==> config.mk <==
export PLATFORM = sky130hd
export DESIGN_NAME = usb_config_descriptor_parser_flat
export DESIGN_NICKNAME = d
export VERILOG_FILES = /design/src/design/ucdp_pkg.sv /design/src/design/ucdp_ifs.sv /design/src/design/ucdp_in_stage.sv /design/src/design/ucdp_parser.sv /design/src/design/usb_config_descriptor_parser.sv /design/src/flat_wrapper.sv
export SDC_FILE = /design/constraint.sdc
export NUM_CORES = 1
export LEC_CHECK = 0
export BUFFER_PORTS_ARGS = -buffer_cell sky130_fd_sc_hd__buf_2
export CAP_MARGIN = 30
export CORE_ASPECT_RATIO = 0.9
export CORE_MARGIN = 5
export CORE_UTILIZATION = 45
export CTS_CLUSTER_SIZE = 10
export DETAILED_ROUTE_END_ITERATION = 8
export GPL_ROUTABILITY_DRIVEN = 0
export PLACE_DENSITY = 0.62
export SYNTH_ARGS = -nofsm -noshare
export SYNTH_HDL_FRONTEND = slang
export SYNTH_SLANG_ARGS = --single-unit
==> constraint.sdc <==
create_clock -name i_clk -period 24 [get_ports i_clk]
set_input_delay 2.4 -clock i_clk [delete_from_list [all_inputs] [get_ports i_clk]]
set_output_delay 2.4 -clock i_clk [all_outputs]
set_load 0.03 [all_outputs]
==> src/design/ucdp_pkg.sv <==
// Shared types and constants for the USB configuration descriptor parser.
// No dependencies; used by every module.
package ucdp_pkg;

    localparam int MAX_ENDPOINT_SLOTS_DEF = 32;

    // Descriptor types and lengths that produce records
    localparam logic [7:0] DESC_TYPE_IFACE = 8'd4;
    localparam logic [7:0] DESC_TYPE_ENDP  = 8'd5;
    localparam logic [7:0] DESC_LEN_IFACE  = 8'd9;
    localparam logic [7:0] DESC_LEN_ENDP   = 8'd7;

    // Highest byte position whose value is captured
    localparam logic [7:0] CAP_LAST_POS = 8'd8;
    localparam int         CAP_DEPTH    = 7;

    localparam logic [7:0] ADDR_DIR_MASK = 8'h80;
    localparam logic [7:0] ADDR_NUM_MASK = 8'h0F;
    localparam logic [6:0] LIMIT_MAX     = 7'd127;

    typedef enum logic [1:0] {
        REC_IFACE = 2'd0,
        REC_ENDP  = 2'd1,
        REC_BAD   = 2'd2
    } t_rec_kind;

    typedef struct packed {
        logic [7:0] data_byte;
        logic       first_byte;
        logic       last_byte;
    } t_item;

    typedef struct packed {
        t_rec_kind   record_kind;
        logic [7:0]  interface_number;
        logic [7:0]  interface_endpoints;
        logic [7:0]  class_code;
        logic [7:0]  subclass_code;
        logic [7:0]  protocol_code;
        logic [5:0]  endpoint_slot;
        logic [7:0]  endpoint_address;
        logic [1:0]  endpoint_kind;
        logic [10:0] max_packet;
        logic [2:0]  packets_per_interval;
        logic [7:0]  poll_interval;
    } t_record;

endpackage

==> src/design/ucdp_ifs.sv <==
// Valid/ready channel interfaces for descriptor words in and records out.
// Depends on nothing; payload fields follow the block's item layout.
interface ucdp_in_if;
    logic       valid;
    logic       ready;
    logic [7:0] data_byte;
    logic       first_byte;
    logic       last_byte;

    modport source (output valid, data_byte, first_byte, last_byte, input ready);
    modport sink   (input valid, data_byte, first_byte, last_byte, output ready);
endinterface

interface ucdp_rec_if;
    logic        valid;
    logic        ready;
    logic [1:0]  record_kind;
    logic [7:0]  interface_number;
    logic [7:0]  interface_endpoints;
    logic [7:0]  class_code;
    logic [7:0]  subclass_code;
    logic [7:0]  protocol_code;
    logic [5:0]  endpoint_slot;
    logic [7:0]  endpoint_address;
    logic [1:0]  endpoint_kind;
    logic [10:0] max_packet;
    logic [2:0]  packets_per_interval;
    logic [7:0]  poll_interval;

    modport source (
        output valid, record_kind, interface_number, interface_endpoints, class_code,
               subclass_code, protocol_code, endpoint_slot, endpoint_address,
               endpoint_kind, max_packet, packets_per_interval, poll_interval,
        input  ready
    );
    modport sink (
        input  valid, record_kind, interface_number, interface_endpoints, class_code,
               subclass_code, protocol_code, endpoint_slot, endpoint_address,
               endpoint_kind, max_packet, packets_per_interval, poll_interval,
        output ready
    );
endinterface

==> src/design/ucdp_in_stage.sv <==
// Input register for descriptor words.
// Depends on ucdp_pkg and ucdp_in_if.
module ucdp_in_stage (
    input  logic               i_clk,
    input  logic               i_rst_n,
    ucdp_in_if.sink            i_in,
    output logic               o_valid,
    output ucdp_pkg::t_item    o_item,
    input  logic               i_take
);

    logic            r_valid;
    ucdp_pkg::t_item r_item;

    // Take a new word when empty or when the held word leaves this cycle
    assign i_in.ready = !r_valid || i_take;

    always_ff @(posedge i_clk) begin
        if (!i_rst_n) begin
            r_valid <= 1'b0;
        end else if (i_in.ready) begin
            r_valid <= i_in.valid;
        end
    end

    always_ff @(posedge i_clk) begin
        if (i_in.valid && i_in.ready) begin
            r_item.data_byte  <= i_in.data_byte;
            r_item.first_byte <= i_in.first_byte;
            r_item.last_byte  <= i_in.last_byte;
        end
    end

    assign o_valid = r_valid;
    assign o_item  = r_item;

endmodule

==> src/design/ucdp_parser.sv <==
// Descriptor parsing state, record build and the result register.
// Depends on ucdp_pkg and ucdp_rec_if.
module ucdp_parser #(
    parameter int MAX_ENDPOINT_SLOTS = ucdp_pkg::MAX_ENDPOINT_SLOTS_DEF
) (
    input  logic               i_clk,
    input  logic               i_rst_n,
    input  logic               i_valid,
    input  ucdp_pkg::t_item    i_item,
    output logic               o_take,
    ucdp_rec_if.source         o_rec
);

    localparam logic [6:0] SlotCap = 7'(MAX_ENDPOINT_SLOTS);

    logic [7:0]   r_pos, n_pos;
    logic [7:0]   r_len, n_len;
    logic [7:0]   r_type, n_type;
    logic [7:0]   r_cap [ucdp_pkg::CAP_DEPTH];
    logic [7:0]   n_cap [ucdp_pkg::CAP_DEPTH];
    logic [255:0] r_seen, n_seen;
    logic [6:0]   r_limit, n_limit;
    logic [6:0]   r_slot, n_slot;
    logic         r_halted, n_halted;

    logic              r_out_valid;
    ucdp_pkg::t_record r_rec, n_rec;
    logic              rec_hit;

    logic [7:0]   eff_pos;
    logic [6:0]   eff_limit;
    logic [6:0]   eff_slot;
    logic [255:0] eff_seen;
    logic         eff_halted;
    logic [2:0]   cap_idx;
    logic [8:0]   limit_sum;
    logic [7:0]   b;

    assign o_take = i_valid && (!r_out_valid || o_rec.ready);
    assign b      = i_item.data_byte;

    always_comb begin
        // A first word starts from the cleared set state
        eff_pos    = i_item.first_byte ? 8'd0 : r_pos;
        eff_limit  = i_item.first_byte ? 7'd1 : r_limit;
        eff_slot   = i_item.first_byte ? 7'd1 : r_slot;
        eff_seen   = i_item.first_byte ? '0 : r_seen;
        eff_halted = i_item.first_byte ? 1'b0 : r_halted;

        n_pos    = eff_pos;
        n_len    = i_item.first_byte ? 8'd0 : r_len;
        n_type   = i_item.first_byte ? 8'd0 : r_type;
        n_cap    = r_cap;
        n_seen   = eff_seen;
        n_limit  = eff_limit;
        n_slot   = eff_slot;
        n_halted = eff_halted;
        n_rec    = '0;
        rec_hit  = 1'b0;
        cap_idx  = 3'(eff_pos - 8'd2);
        limit_sum = '0;

        if (!eff_halted) begin
            if (eff_pos == 8'd0 && b == 8'd0) begin
                n_halted          = 1'b1;
                n_rec.record_kind = ucdp_pkg::REC_BAD;
                rec_hit           = 1'b1;
            end else begin
                if (eff_pos == 8'd0) begin
                    n_len  = b;
                    n_type = 8'd0;
                    n_pos  = 8'd1;
                end else begin
                    if (eff_pos == 8'd1) begin
                        n_type = b;
                    end else if (eff_pos <= ucdp_pkg::CAP_LAST_POS) begin
                        n_cap[cap_idx] = b;
                    end
                    n_pos = eff_pos + 8'd1;
                end

                if (n_pos >= n_len) begin
                    n_pos = 8'd0;
                    if (i_item.last_byte) begin
                        n_halted = 1'b1;
                    end
                    if (n_len == ucdp_pkg::DESC_LEN_IFACE &&
                        n_type == ucdp_pkg::DESC_TYPE_IFACE) begin
                        if (!eff_seen[n_cap[0]]) begin
                            n_seen[n_cap[0]] = 1'b1;
                            limit_sum = {2'b00, eff_limit} + {1'b0, n_cap[2]};
                            n_limit   = (limit_sum > {2'b00, ucdp_pkg::LIMIT_MAX}) ?
                                        ucdp_pkg::LIMIT_MAX : limit_sum[6:0];
                            n_rec.record_kind         = ucdp_pkg::REC_IFACE;
                            n_rec.interface_number    = n_cap[0];
                            n_rec.interface_endpoints = n_cap[2];
                            n_rec.class_code          = n_cap[3];
                            n_rec.subclass_code       = n_cap[4];
                            n_rec.protocol_code       = n_cap[5];
                            rec_hit                   = 1'b1;
                        end
                    end else if (n_len == ucdp_pkg::DESC_LEN_ENDP &&
                                 n_type == ucdp_pkg::DESC_TYPE_ENDP) begin
                        if (!(eff_slot >= eff_limit || eff_slot >= SlotCap)) begin
                            n_rec.record_kind      = ucdp_pkg::REC_ENDP;
                            n_rec.endpoint_slot    = eff_slot[5:0];
                            n_rec.endpoint_address =
                                n_cap[0] & (ucdp_pkg::ADDR_DIR_MASK | ucdp_pkg::ADDR_NUM_MASK);
                            n_rec.endpoint_kind        = n_cap[1][1:0];
                            n_rec.max_packet           = {n_cap[3][2:0], n_cap[2]};
                            n_rec.packets_per_interval = {1'b0, n_cap[3][4:3]} + 3'd1;
                            n_rec.poll_interval        = n_cap[4];
                            n_slot                     = eff_slot + 7'd1;
                            rec_hit                    = 1'b1;
                        end
                    end
                end else if (i_item.last_byte) begin
                    // Set ended inside a descriptor
                    n_halted          = 1'b1;
                    n_rec.record_kind = ucdp_pkg::REC_BAD;
                    rec_hit           = 1'b1;
                end
            end
        end
    end

    always_ff @(posedge i_clk) begin
        if (!i_rst_n) begin
            r_pos    <= 8'd0;
            r_len    <= 8'd0;
            r_type   <= 8'd0;
            r_seen   <= '0;
            r_limit  <= 7'd1;
            r_slot   <= 7'd1;
            r_halted <= 1'b0;
        end else if (o_take) begin
            r_pos    <= n_pos;
            r_len    <= n_len;
            r_type   <= n_type;
            r_seen   <= n_seen;
            r_limit  <= n_limit;
            r_slot   <= n_slot;
            r_halted <= n_halted;
        end
    end

    always_ff @(posedge i_clk) begin
        if (o_take) begin
            r_cap <= n_cap;
        end
    end

    // Result register: load on a record, drop once taken
    always_ff @(posedge i_clk) begin
        if (!i_rst_n) begin
            r_out_valid <= 1'b0;
        end else if (o_take) begin
            r_out_valid <= rec_hit;
        end else if (o_rec.ready) begin
            r_out_valid <= 1'b0;
        end
    end

    always_ff @(posedge i_clk) begin
        if (o_take && rec_hit) begin
            r_rec <= n_rec;
        end
    end

    assign o_rec.valid                = r_out_valid;
    assign o_rec.record_kind          = r_rec.record_kind;
    assign o_rec.interface_number     = r_rec.interface_number;
    assign o_rec.interface_endpoints  = r_rec.interface_endpoints;
    assign o_rec.class_code           = r_rec.class_code;
    assign o_rec.subclass_code        = r_rec.subclass_code;
    assign o_rec.protocol_code        = r_rec.protocol_code;
    assign o_rec.endpoint_slot        = r_rec.endpoint_slot;
    assign o_rec.endpoint_address     = r_rec.endpoint_address;
    assign o_rec.endpoint_kind        = r_rec.endpoint_kind;
    assign o_rec.max_packet           = r_rec.max_packet;
    assign o_rec.packets_per_interval = r_rec.packets_per_interval;
    assign o_rec.poll_interval        = r_rec.poll_interval;

endmodule

==> src/design/usb_config_descriptor_parser.sv <==
// Takes one byte of a configuration descriptor set per cycle and emits at most one
// record per byte: an interface record for each new interface number, an endpoint
// record for each endpoint descriptor that still gets a slot, or a malformed record
// for a zero length byte or a set that ends inside a descriptor. A word is accepted
// every cycle while records are taken; a record is held in the result register after
// its last byte has passed the input register, and the parsing state updates from the
// registered byte. Depends on ucdp_pkg and the channel interfaces in ucdp_ifs.
module usb_config_descriptor_parser #(
    parameter int MAX_ENDPOINT_SLOTS = ucdp_pkg::MAX_ENDPOINT_SLOTS_DEF
) (
    input  logic       i_clk,
    input  logic       i_rst_n,
    ucdp_in_if.sink    i_in,
    ucdp_rec_if.source o_rec
);

    logic            stage_valid;
    ucdp_pkg::t_item stage_item;
    logic            stage_take;

    ucdp_in_stage u_in_stage (
        .i_clk   (i_clk),
        .i_rst_n (i_rst_n),
        .i_in    (i_in),
        .o_valid (stage_valid),
        .o_item  (stage_item),
        .i_take  (stage_take)
    );

    ucdp_parser #(
        .MAX_ENDPOINT_SLOTS (MAX_ENDPOINT_SLOTS)
    ) u_parser (
        .i_clk   (i_clk),
        .i_rst_n (i_rst_n),
        .i_valid (stage_valid),
        .i_item  (stage_item),
        .o_take  (stage_take),
        .o_rec   (o_rec)
    );

endmodule
==> src/flat_wrapper.sv <==
// flat-port wrapper written by rule: the top's interface ports become plain ports
module usb_config_descriptor_parser_flat 
#(
    parameter int MAX_ENDPOINT_SLOTS = ucdp_pkg::MAX_ENDPOINT_SLOTS_DEF
)
  (i_clk, i_rst_n, i_in_valid, i_in_data_byte, i_in_first_byte, i_in_last_byte, i_in_ready, o_rec_valid, o_rec_record_kind, o_rec_interface_number, o_rec_interface_endpoints, o_rec_class_code, o_rec_subclass_code, o_rec_protocol_code, o_rec_endpoint_slot, o_rec_endpoint_address, o_rec_endpoint_kind, o_rec_max_packet, o_rec_packets_per_interval, o_rec_poll_interval, o_rec_ready);
  ucdp_in_if i_in_i ();
  ucdp_rec_if o_rec_i ();
  input  logic i_clk;
  input  logic i_rst_n;
  input wire logic [$bits(i_in_i.valid)-1:0] i_in_valid;
  input wire logic [$bits(i_in_i.data_byte)-1:0] i_in_data_byte;
  input wire logic [$bits(i_in_i.first_byte)-1:0] i_in_first_byte;
  input wire logic [$bits(i_in_i.last_byte)-1:0] i_in_last_byte;
  output wire logic [$bits(i_in_i.ready)-1:0] i_in_ready;
  output wire logic [$bits(o_rec_i.valid)-1:0] o_rec_valid;
  output wire logic [$bits(o_rec_i.record_kind)-1:0] o_rec_record_kind;
  output wire logic [$bits(o_rec_i.interface_number)-1:0] o_rec_interface_number;
  output wire logic [$bits(o_rec_i.interface_endpoints)-1:0] o_rec_interface_endpoints;
  output wire logic [$bits(o_rec_i.class_code)-1:0] o_rec_class_code;
  output wire logic [$bits(o_rec_i.subclass_code)-1:0] o_rec_subclass_code;
  output wire logic [$bits(o_rec_i.protocol_code)-1:0] o_rec_protocol_code;
  output wire logic [$bits(o_rec_i.endpoint_slot)-1:0] o_rec_endpoint_slot;
  output wire logic [$bits(o_rec_i.endpoint_address)-1:0] o_rec_endpoint_address;
  output wire logic [$bits(o_rec_i.endpoint_kind)-1:0] o_rec_endpoint_kind;
  output wire logic [$bits(o_rec_i.max_packet)-1:0] o_rec_max_packet;
  output wire logic [$bits(o_rec_i.packets_per_interval)-1:0] o_rec_packets_per_interval;
  output wire logic [$bits(o_rec_i.poll_interval)-1:0] o_rec_poll_interval;
  input wire logic [$bits(o_rec_i.ready)-1:0] o_rec_ready;
  assign i_in_i.valid = i_in_valid;
  assign i_in_i.data_byte = i_in_data_byte;
  assign i_in_i.first_byte = i_in_first_byte;
  assign i_in_i.last_byte = i_in_last_byte;
  assign i_in_ready = i_in_i.ready;
  assign o_rec_valid = o_rec_i.valid;
  assign o_rec_record_kind = o_rec_i.record_kind;
  assign o_rec_interface_number = o_rec_i.interface_number;
  assign o_rec_interface_endpoints = o_rec_i.interface_endpoints;
  assign o_rec_class_code = o_rec_i.class_code;
  assign o_rec_subclass_code = o_rec_i.subclass_code;
  assign o_rec_protocol_code = o_rec_i.protocol_code;
  assign o_rec_endpoint_slot = o_rec_i.endpoint_slot;
  assign o_rec_endpoint_address = o_rec_i.endpoint_address;
  assign o_rec_endpoint_kind = o_rec_i.endpoint_kind;
  assign o_rec_max_packet = o_rec_i.max_packet;
  assign o_rec_packets_per_interval = o_rec_i.packets_per_interval;
  assign o_rec_poll_interval = o_rec_i.poll_interval;
  assign o_rec_i.ready = o_rec_ready;
  usb_config_descriptor_parser #(.MAX_ENDPOINT_SLOTS(MAX_ENDPOINT_SLOTS)) u_core (.i_clk(i_clk), .i_rst_n(i_rst_n), .i_in(i_in_i), .o_rec(o_rec_i));
endmodule
==> results by group <==
Global route
  – Tot GR Track Use: 0.2630
  – Initial antenna violation count: 1
  – Grt ovf: 0
  – Largest net degree at the start of global routing: 247
  – Vias in the first global route: 18150
  – First-pass GRT wire length: 108200 um

Cells and area
  – Layout Nets: 2474
  – Ratio of cells with drive above 1 in the final layout: 0.1281
  – Ant diodes: 0
  – Area Overhead vs Synth: 10.90%

Clock tree
  – CTS HTree Levels: 2
  – Worst-path clk slew: 50 ps
  – Total CTS buffers: 50
  – Post-CTS setup buffers: 0
  – # resized after CTS: 0
  – Clock buffer depth: 3
  – TritonCTS Sinks: 426
  – Clock tree from TritonCTS: yes
  – Cts hold-fix bufs: 0
  – CTS root buffer: clkbuf_16
  – Worst skew pair latency: 590 ps

Yosys
  – Post-Synthesis Cells: 2425
  – Dominant cells by area after synthesis: dfxtp_1 (28%), edfxtp_1 (18%), nand2_1 (9.1%), o31ai_1 (4.5%), nor2_1 (3.7%)
  – Post-synthesis sequential area ratio: 0.4578
  – Count leader, synth: nand2_1
  – Synth unique cells: 94
  – Top_reg_cell synth: dfxtp_1
  – Synth area leader: dfxtp_1
  – Post-synth EDFFs: 129
  – Fraction of registers with async set/reset: 0
  – Syn Area/Cell: 8.846 um2
  – Ys Warns: 0
  – Cell Area, Synth: 21450 um2
  – Top-area cell type share of the netlist area: 0.2772
  – Commonest cells post-synth: nand2_1 (520), dfxtp_1 (297), nor2_1 (210)
  – FF+latch count, synth: 426

Floorplanning
  – Core area: 46920 um2
  – # IOs: 96
  – Die width: 240.1 um
  – Chip height: 217.1 um
  – Die area: 52140 um2
  – Rows: 75
  – Initial Utilization: 0.4572

Routing
  – DR iter-0 viols: 2395
  – DR WL/cell: 23.06 um
  – DRC: 0
  – First-pass iteration count of the detailed router: 6
  – Routed via count: 18950
  – Vias per cell: 6.162
  – WL final: 70900 um
  – Post-DRT Antenna Nets: 0

Placement
  – Detailed placement HPWL: 46490 um
  – Buffers on Ports: 92
  – Worst slack, placed: 16190 ps

Critical path
  – Critical Path AT: 8470 ps
  – Critical Path Fanout Max: 80
  – Data required, critical path: 24490 ps
  – Worst reg-to-reg path cell count: 18
  – Crit. End Element: flop
  – Setup Crit Path Kind: flop to flop
  – Worst Setup Start Kind: flop

STA
  – Fin crit share: 0.3327
  – Relative slew margins: 0.2185
  – Unrepaired setup endpoints after global routing: false
  – Final worst setup slack: 16010 ps
  – Fmax: 125.2 MHz
  – Slew Viols, Final: 0
  – Final Skew: 18.01 ps
  – Slew @ Worst Pin: 1165 ps
  – Clock period minus worst slack: 7986 ps
  – Hold violation count in the final report: 0
  – Final setup viols: 0
  – Setup_tns: 0 ps

Job
  – Max Cap Viol: 0

Hold path
  – Hold Crit Depth: 2
  – HP Class: flop to flop

Status
  – Status: finished clean

Pwr
  – Pwr/cell area: 65.43 nW/um2
  – Leakage: 0.008146 uW
  – Worst vdd ir: 0.04993 mV
report_power, final:
group          total, uW  internal, uW  switching [uW]
clock network        694           404             290
registers            756           748            7.50
logic                106          22.9            83.2
through the flow:
step                total power [uW]  hold slack, ps  area, um2  instances    util
global placement               872.1           427.1      22200       2987  0.4731
CTS                             1568           442.7      23760       3074  0.5064
detailed placement             873.4           432.9      22310       2994  0.4754
floorplan                      836.6           416.7      21460       2428       -
finish                          1556           443.5      23790       3075  0.5070
global route                    1603           467.1      23790       3075  0.5070
cell usage in the layout, fill, tap and decap left out, types with 21 or more instances in the layout:
cell / instances
clkbuf_1: 21
nor2b_1: 31
a211oi_1: 46
edfxtp_1: 129
and3_1: 34
nand3_1: 59
dfxtp_1: 297
ha_1: 28
inv_1: 50
buf_2: 92
o21ai_0: 91
o21ai_1: 62
nand2b_1: 26
nor2_1: 207
a21oi_1: 83
o31ai_1: 129
buf_4: 44
a22oi_1: 29
mux2_2: 23
mux2i_1: 41
mux4_2: 24
nand2_1: 520
clkbuf_16: 50
path summary, 6_finish.rpt:
kind,from,end,slack (ps)
max,u_core.u_in_stage.o_item[1],u_core.u_parser.r_seen[103],16010
min,u_core.u_parser.r_seen[205],u_core.u_parser.r_seen[205],440
min reg2reg,u_core.u_parser.r_seen[205],u_core.u_parser.r_seen[205],440
max reg2reg,u_core.u_in_stage.o_item[1],u_core.u_parser.r_seen[103],16010
sequential cells by signal (all words and copies together), names as in the netlist:
register and flops:
u_core.u_parser.r_cap 42, u_core.u_parser.r_limit 7, u_core.u_parser.o_rec.poll_interval 8, u_core.u_parser.o_rec.packets_per_interval 3, u_core.u_parser.o_rec.protocol_code 8, u_core.u_parser.r_pos 8
u_core.u_parser.o_rec.endpoint_slot 6, u_core.u_parser.o_rec.interface_endpoints 8, u_core.u_parser.r_seen 256, u_core.u_parser.o_rec.endpoint_kind 2, u_core.u_parser.o_rec.subclass_code 8, u_core.u_parser.r_halted 1
u_core.u_parser.r_slot 7, u_core.u_parser.o_rec.class_code 8, u_core.u_parser.o_rec.valid 1, u_core.u_parser.o_rec.record_kind 2, u_core.u_parser.o_rec.endpoint_address 5, u_core.u_parser.r_len 8
u_core.u_in_stage.o_item 10, u_core.u_parser.r_type 8, u_core.u_parser.o_rec.interface_number 8, u_core.u_parser.o_rec.max_packet 11, u_core.u_in_stage.o_valid 1
final cells by class:
type / instances / area, um2
flip-flops and latches: 426 / 9819
well taps: 616 / 770.7
clock buffers: 75 / 1385
multi-input cells: 1755 / 10610
repair buffers: 142 / 924.6
clock inverters: 5 / 68.82
inverters: 56 / 210.2
fillers: 4396 / 23130
kinds of logic after synthesis:
logic type	Yosys count	synth area share
other cells	1	0.0001748
xor+xnor	12	0.004900
flops	426	0.4578
buf+inv	247	0.05057
simple gates	996	0.2077
compound gates	621	0.2025
fa+ha+maj	29	0.01727
mux	93	0.05920
routing by layer:
layer,share of wire,up-vias,track usage
li1,-,8704,-
met1,0.43,9077,0.3651
met2,0.44,974,0.4036
met3,0.095,192,0.05823
met4,0.038,2,0.09947
met5,0.00017,-,0
worst max-delay path: stages (launching register included):
cell and delay (ps):
edfxtp_1 320, buf_4 570, nand2b_1 560, ha_1 480, nor2b_1 330, o211ai_1 350, nor4_4 350, buf_4 400
nor2_4 190, inv_2 620, mux2i_1 260, o22ai_1 100, or4_1 540, a2111oi_2 870, o2111ai_4 300, nand2b_4 400
buf_16 310, buf_4 430, o31ai_1 360
(Power assumes the default switching activity.)
